**config.mk**
```make
export PLATFORM = sky130hd
export DESIGN_NAME = vn_div_lane
export DESIGN_NICKNAME = d
export VERILOG_FILES = /design/src/rtl/core/vn_div_lane.sv
export SDC_FILE = /design/constraint.sdc
export NUM_CORES = 2
export LEC_CHECK = 0
export BUFFER_PORTS_ARGS = -buffer_cell sky130_fd_sc_hd__buf_2
export CAP_MARGIN = 40
export CORE_AREA = 2 2 347 435
export CTS_CLUSTER_SIZE = 40
export DETAILED_ROUTE_END_ITERATION = 8
export DIE_AREA = 0 0 349 437
export PLACE_DENSITY = 0.57
export SLEW_MARGIN = 20
export SYNTH_ARGS = -nofsm -noshare
export SYNTH_HDL_FRONTEND = slang
export SYNTH_SLANG_ARGS = --single-unit
```
**constraint.sdc**
```tcl
create_clock -name clk -period 5.27 [get_ports clk]
set_input_delay 0.527 -clock clk [delete_from_list [all_inputs] [get_ports clk]]
set_output_delay 0.527 -clock clk [all_outputs]
set_load 0.01 [all_outputs]
```
**src/rtl/core/vn_div_lane.sv**
```systemverilog
// one divider lane: magnitude scaled by 2^F over the length, one quotient bit per stage
// result is signed with F+2 bits; no package dependencies
module vn_div_lane #(
	parameter int CB = 32,
	parameter int F = 14
) (
	input  logic                clk,
	input  logic                en,
	input  logic [CB-1:0]       mag,
	input  logic                neg,
	input  logic [CB-1:0]       den,
	output logic signed [F+1:0] unit
);
	localparam int NW = CB + F;

	logic [NW-1:0] rem_q [0:F];
	logic [CB-1:0] den_q [0:F];
	logic [F:0]    q_q   [0:F+1];
	logic          neg_q [0:F+1];

	assign rem_q[0] = {mag, {F{1'b0}}};
	assign den_q[0] = den;
	assign q_q[0]   = '0;
	assign neg_q[0] = neg;

	for (genvar i = 0; i <= F; i++) begin : g_stage
		localparam int J = F - i;
		logic [NW:0] sub;
		logic        take;

		assign sub  = (NW+1)'(den_q[i]) << J;
		assign take = {1'b0, rem_q[i]} >= sub;

		always_ff @(posedge clk) begin
			if (en) begin
				q_q[i+1]   <= take ? (q_q[i] | ((F+1)'(1) << J)) : q_q[i];
				neg_q[i+1] <= neg_q[i];
			end
		end

		if (i < F) begin : g_rem
			always_ff @(posedge clk) begin
				if (en) begin
					rem_q[i+1] <= take ? NW'({1'b0, rem_q[i]} - sub) : rem_q[i];
					den_q[i+1] <= den_q[i];
				end
			end
		end
	end

	assign unit = neg_q[F+1] ? -$signed({1'b0, q_q[F+1]}) : $signed({1'b0, q_q[F+1]});
endmodule

```
==> flow_summary_export.csv <==
group,metric,value,unit
outcome,status,"complete, no violations",
floorplan,die_w,349,um
routing,drc,0,
timing,finalSetupTns,0,ps
pwr,power-per-cell-area,552,nW/um^2
routing,wl_per_cell,19.3,um
job,cap_violations,0,
global_route,grt_pass1_wl,256000,um
critical_path,worstPathRequired,5780,ps
synth,syn_area,66400,sq um
timing,final.period_utilization,88.5,%
global_route,grt_use_total,21.5,%
placed_design,portBuffers,82,
synth,ys_types,88,
clocking,tritoncts,"built",
synth,synth_fp_nets,6928,
global_route,grt_pass1_vias,48800,
critical_path,cp.arrival,5180,ps
pwr,pwr-share-clk,21.0,%
global_route,grt_max_degree,140,
pwr,seq_power_share,35.3,%
pwr,cellLeakagePower,29.7,nW
routing,ant_nets,0,
clocking,clk_latency,770,ps
final_layout,areaGrowthSynthToFinish,11.1,%
global_route,antenna_found_initial,1,
clocking,cts.repair.resized,0,
routing,via_count,46800,
timing,holdWs,60.8,ps
pwr,switching_share,37.6,%
critical_path,r2r-end,"rem_q[137]$_DFFE_PP_",
synth,synthSimpleGateAreaFrac,11.5,%
clocking,root_buffer,"clkbuf_16",
pwr,p_switching,15.3,mW
global_route,gr-usage-met2,46.0,%
critical_path,r2r_setup_slack,610,ps
clocking,post_cts_buffers,0,
min_path,hold_depth,3,
timing,clock_skew,34.0,ps
synth,synth.area.mux_share,0.845,%
min_path,whs_endpoint,"rem_q[635]$_DFFE_PP_",
clocking,clkSlewWorstSetupHoldPaths,60,ps
timing,setup_viol,0,
timing,worst_slew_pin_slew,1070,ps
clocking,numCtsBuffers,119,
floorplan,initial_utilization,44.9,%
timing,rsz0062_at_grt,"no",
floorplan,die_area,153000,sq um
synth,synth_top_family_by_area,"compound AO/OA/AOI/OAI gates",
global_route,grt_util_met3,2.06,%
global_route,grt-ovfl-total,0,
pwr,max-vdd-ir-drop,0.307,mV
synth,synth_edf_count,1122,
clocking,cts.sinks,1122,
clocking,cts.path.max_buffers,3,
floorplan,io_pins,83,
synth,synth_fa_ha_area_share,9.46,%
pwr,power.internal,25.4,mW
global_route,busiest_layer,"met2",
synth,synth_cells,6367,
synth,avgSynthCellArea,10.4,sq um
critical_path,r2r_start,"rem_q[142]$_SDFFCE_PN0P_",
routing,drtPass1Iterations,5,
clocking,hold_buffers,38,
clocking,htreeDepth,3,
timing,hold_violations,0,
floorplan,chipHeight,437,um
routing,drt_iter0_drc,1987,
synth,async_reset_ff_share,0,%
placed_design,gp_congestion,0.954,
synth,synth_seq_area_share,50.7,%
floorplan,num_rows,158,
min_path,min_from,"mag[23]",
critical_path,crit_fanout,5,
critical_path,cp-end-kind,"flop",
min_path,hp-class,"in2reg",
synth,ys_warn_count,0,
final_layout,finalNetCount,7056,
floorplan,fp.coreArea,148000,sq um
final_layout,drive_gt1_share,6.80,%
synth,synth_compound_area_share,16.4,%
timing,max_freq,0.214,GHz
placed_design,place.detailed.hpwl,129000,um
final_layout,fill_cells,13400,
global_route,use_met1,17.7,%
timing,relSlewSlack,26.5,%
timing,drv_slew,0,
routing,wirelength,165000,um
timing,fin_crit,4660,ps
synth,synthXorXnorAreaFrac,6.50,%
critical_path,startpoint_type,"flop",
synth,ys_ff_latch,1122,
critical_path,r2r_cells,11,
routing,via_per_inst,5.49,
synth,synth_ff_type,"edfxtp_1",
critical_path,critical_path_class,"reg2reg",
pwr,comb_power_share,43.7,%
state kept, by name, indices dropped and copies added, names as in the netlist:
name and flops:
rem_q 539, den_q 448, q_q 120, neg_q 15
worst max path at each step:
stage,end,start,depth (start not counted)
finish,rem_q[137]$_DFFE_PP_,rem_q[142]$_SDFFCE_PN0P_,11
global route,rem_q[137]$_DFFE_PP_,rem_q[142]$_SDFFCE_PN0P_,11
CTS,rem_q[137]$_DFFE_PP_,rem_q[142]$_SDFFCE_PN0P_,11
detailed placement,rem_q[137]$_DFFE_PP_,rem_q[142]$_SDFFCE_PN0P_,11
global placement,rem_q[63]$_DFFE_PP_,den_q[64]$_DFFE_PP_,13
floorplan,rem_q[58]$_DFFE_PP_,rem_q[95]$_SDFFCE_PN0P_,11
synthesized netlist by cell type, types with 49 or more instances:
cell,number,area (sq um)
a21o_1,228,1710
nand2_1,546,2050
clkbuf_1,185,694
a211oi_1,49,368
nor2b_1,62,388
mux2_2,49,552
nand3_1,112,561
o21ai_0,484,2420
inv_1,597,2240
and3_1,56,350
edfxtp_1,1122,33700
nand4_1,97,607
xor2_1,213,1870
xnor2_1,280,2450
ha_1,480,6010
nor2_1,423,1590
nor3_1,79,395
o21a_1,71,533
a21oi_1,584,2920
nand2b_1,73,457
o21bai_1,60,450
layer usage:
metal  up-vias  part of all wire, %
met2       874                   59
met5         -                    0
met1     22000                   32
met3       483                  2.2
li1      23400                    -
met4         0                  7.0
worst max-delay path, cell delays in order (launching register included):
cell,delay (ps)
edfxtp_1,430
fa_1,500
a211oi_1,400
o211ai_1,240
a311oi_1,660
o21ai_1,390
nor2b_1,230
nor3_1,390
o21ai_0,220
or4_1,640
nor4_2,210
xor2_1,100
layout by cell type (no fill, tap or decap), drive strengths merged, types with 20 or more instances in the layout:
cell type | Yosys | layout
o31ai | 40 | 40
a21oi | 585 | 585
o31a | 20 | 20
xor2 | 213 | 213
dlygate4sd3 | 0 | 38
a21o | 228 | 228
clkbuf | 185 | 139
clkinv | 1 | 59
nor2b | 62 | 62
or3 | 25 | 25
nor3 | 80 | 80
and3 | 56 | 56
o21ai | 489 | 489
o21bai | 60 | 60
inv | 597 | 599
o21a | 71 | 71
nor4 | 38 | 38
or2 | 22 | 22
ha | 480 | 480
nand2 | 546 | 546
buf | 13 | 166
o211ai | 36 | 36
edfxtp | 1122 | 1122
nand2b | 73 | 73
nor2 | 423 | 423
nand4 | 97 | 97
mux2 | 49 | 49
a31oi | 48 | 48
a211oi | 50 | 50
xnor2 | 280 | 280
nand3 | 112 | 112
and2 | 27 | 27
power groups by stage:
stage                     clock network (mW)  registers (mW)  logic [mW]
after global placement                     0            14.5        17.6
final                                   8.56            14.4        17.8
after global routing                    9.15            14.6        19.8
after CTS                               8.83            14.4        17.8
after detailed placement                   0            14.6        17.7
after floorplan                            0            14.1        13.1
cells by family after synthesis:
logic type,after synthesis
flops,1122
fa+ha+maj,494
mux,50
buf+inv,796
compound gates,1785
xor+xnor,493
simple gates,1627
area by class of cell:
| cell class | instances | area [sq um] | share of cell area (%) |
|---|---|---|---|
| timing repair buffer | 205 | 1630 | 2.21 |
| sequential | 1122 | 33700 | 45.6 |
| tap | 1920 | 2400 | 3.25 |
| clock buffer | 139 | 3050 | 4.13 |
| multi-input combinational | 4449 | 29900 | 40.4 |
| inverter | 598 | 2240 | 3.04 |
| clock inverter | 80 | 946 | 1.28 |
| antenna | 8 | 20.0 | 0.0271 |
stage by stage:
| stage | power [mW] | worst slack, ps | cells | utilization [%] | cell area (sq um) |
|---|---|---|---|---|---|
| 3_5_place_dp | 32.3 | 652 | 8254 | 46.9 | 69400 |
| 3_3_place_gp | 32.2 | 637 | 8249 | 46.8 | 69400 |
| 2_1_floorplan | 27.2 | 1860 | 6367 | - | 66400 |
| 4_1_cts | 41.0 | 650 | 8511 | 49.8 | 73800 |
| 6_report | 40.8 | 605 | 8521 | 49.9 | 73800 |
| 5_1_grt | 43.5 | 457 | 8520 | 49.9 | 73800 |
(Power assumes the default switching activity.)
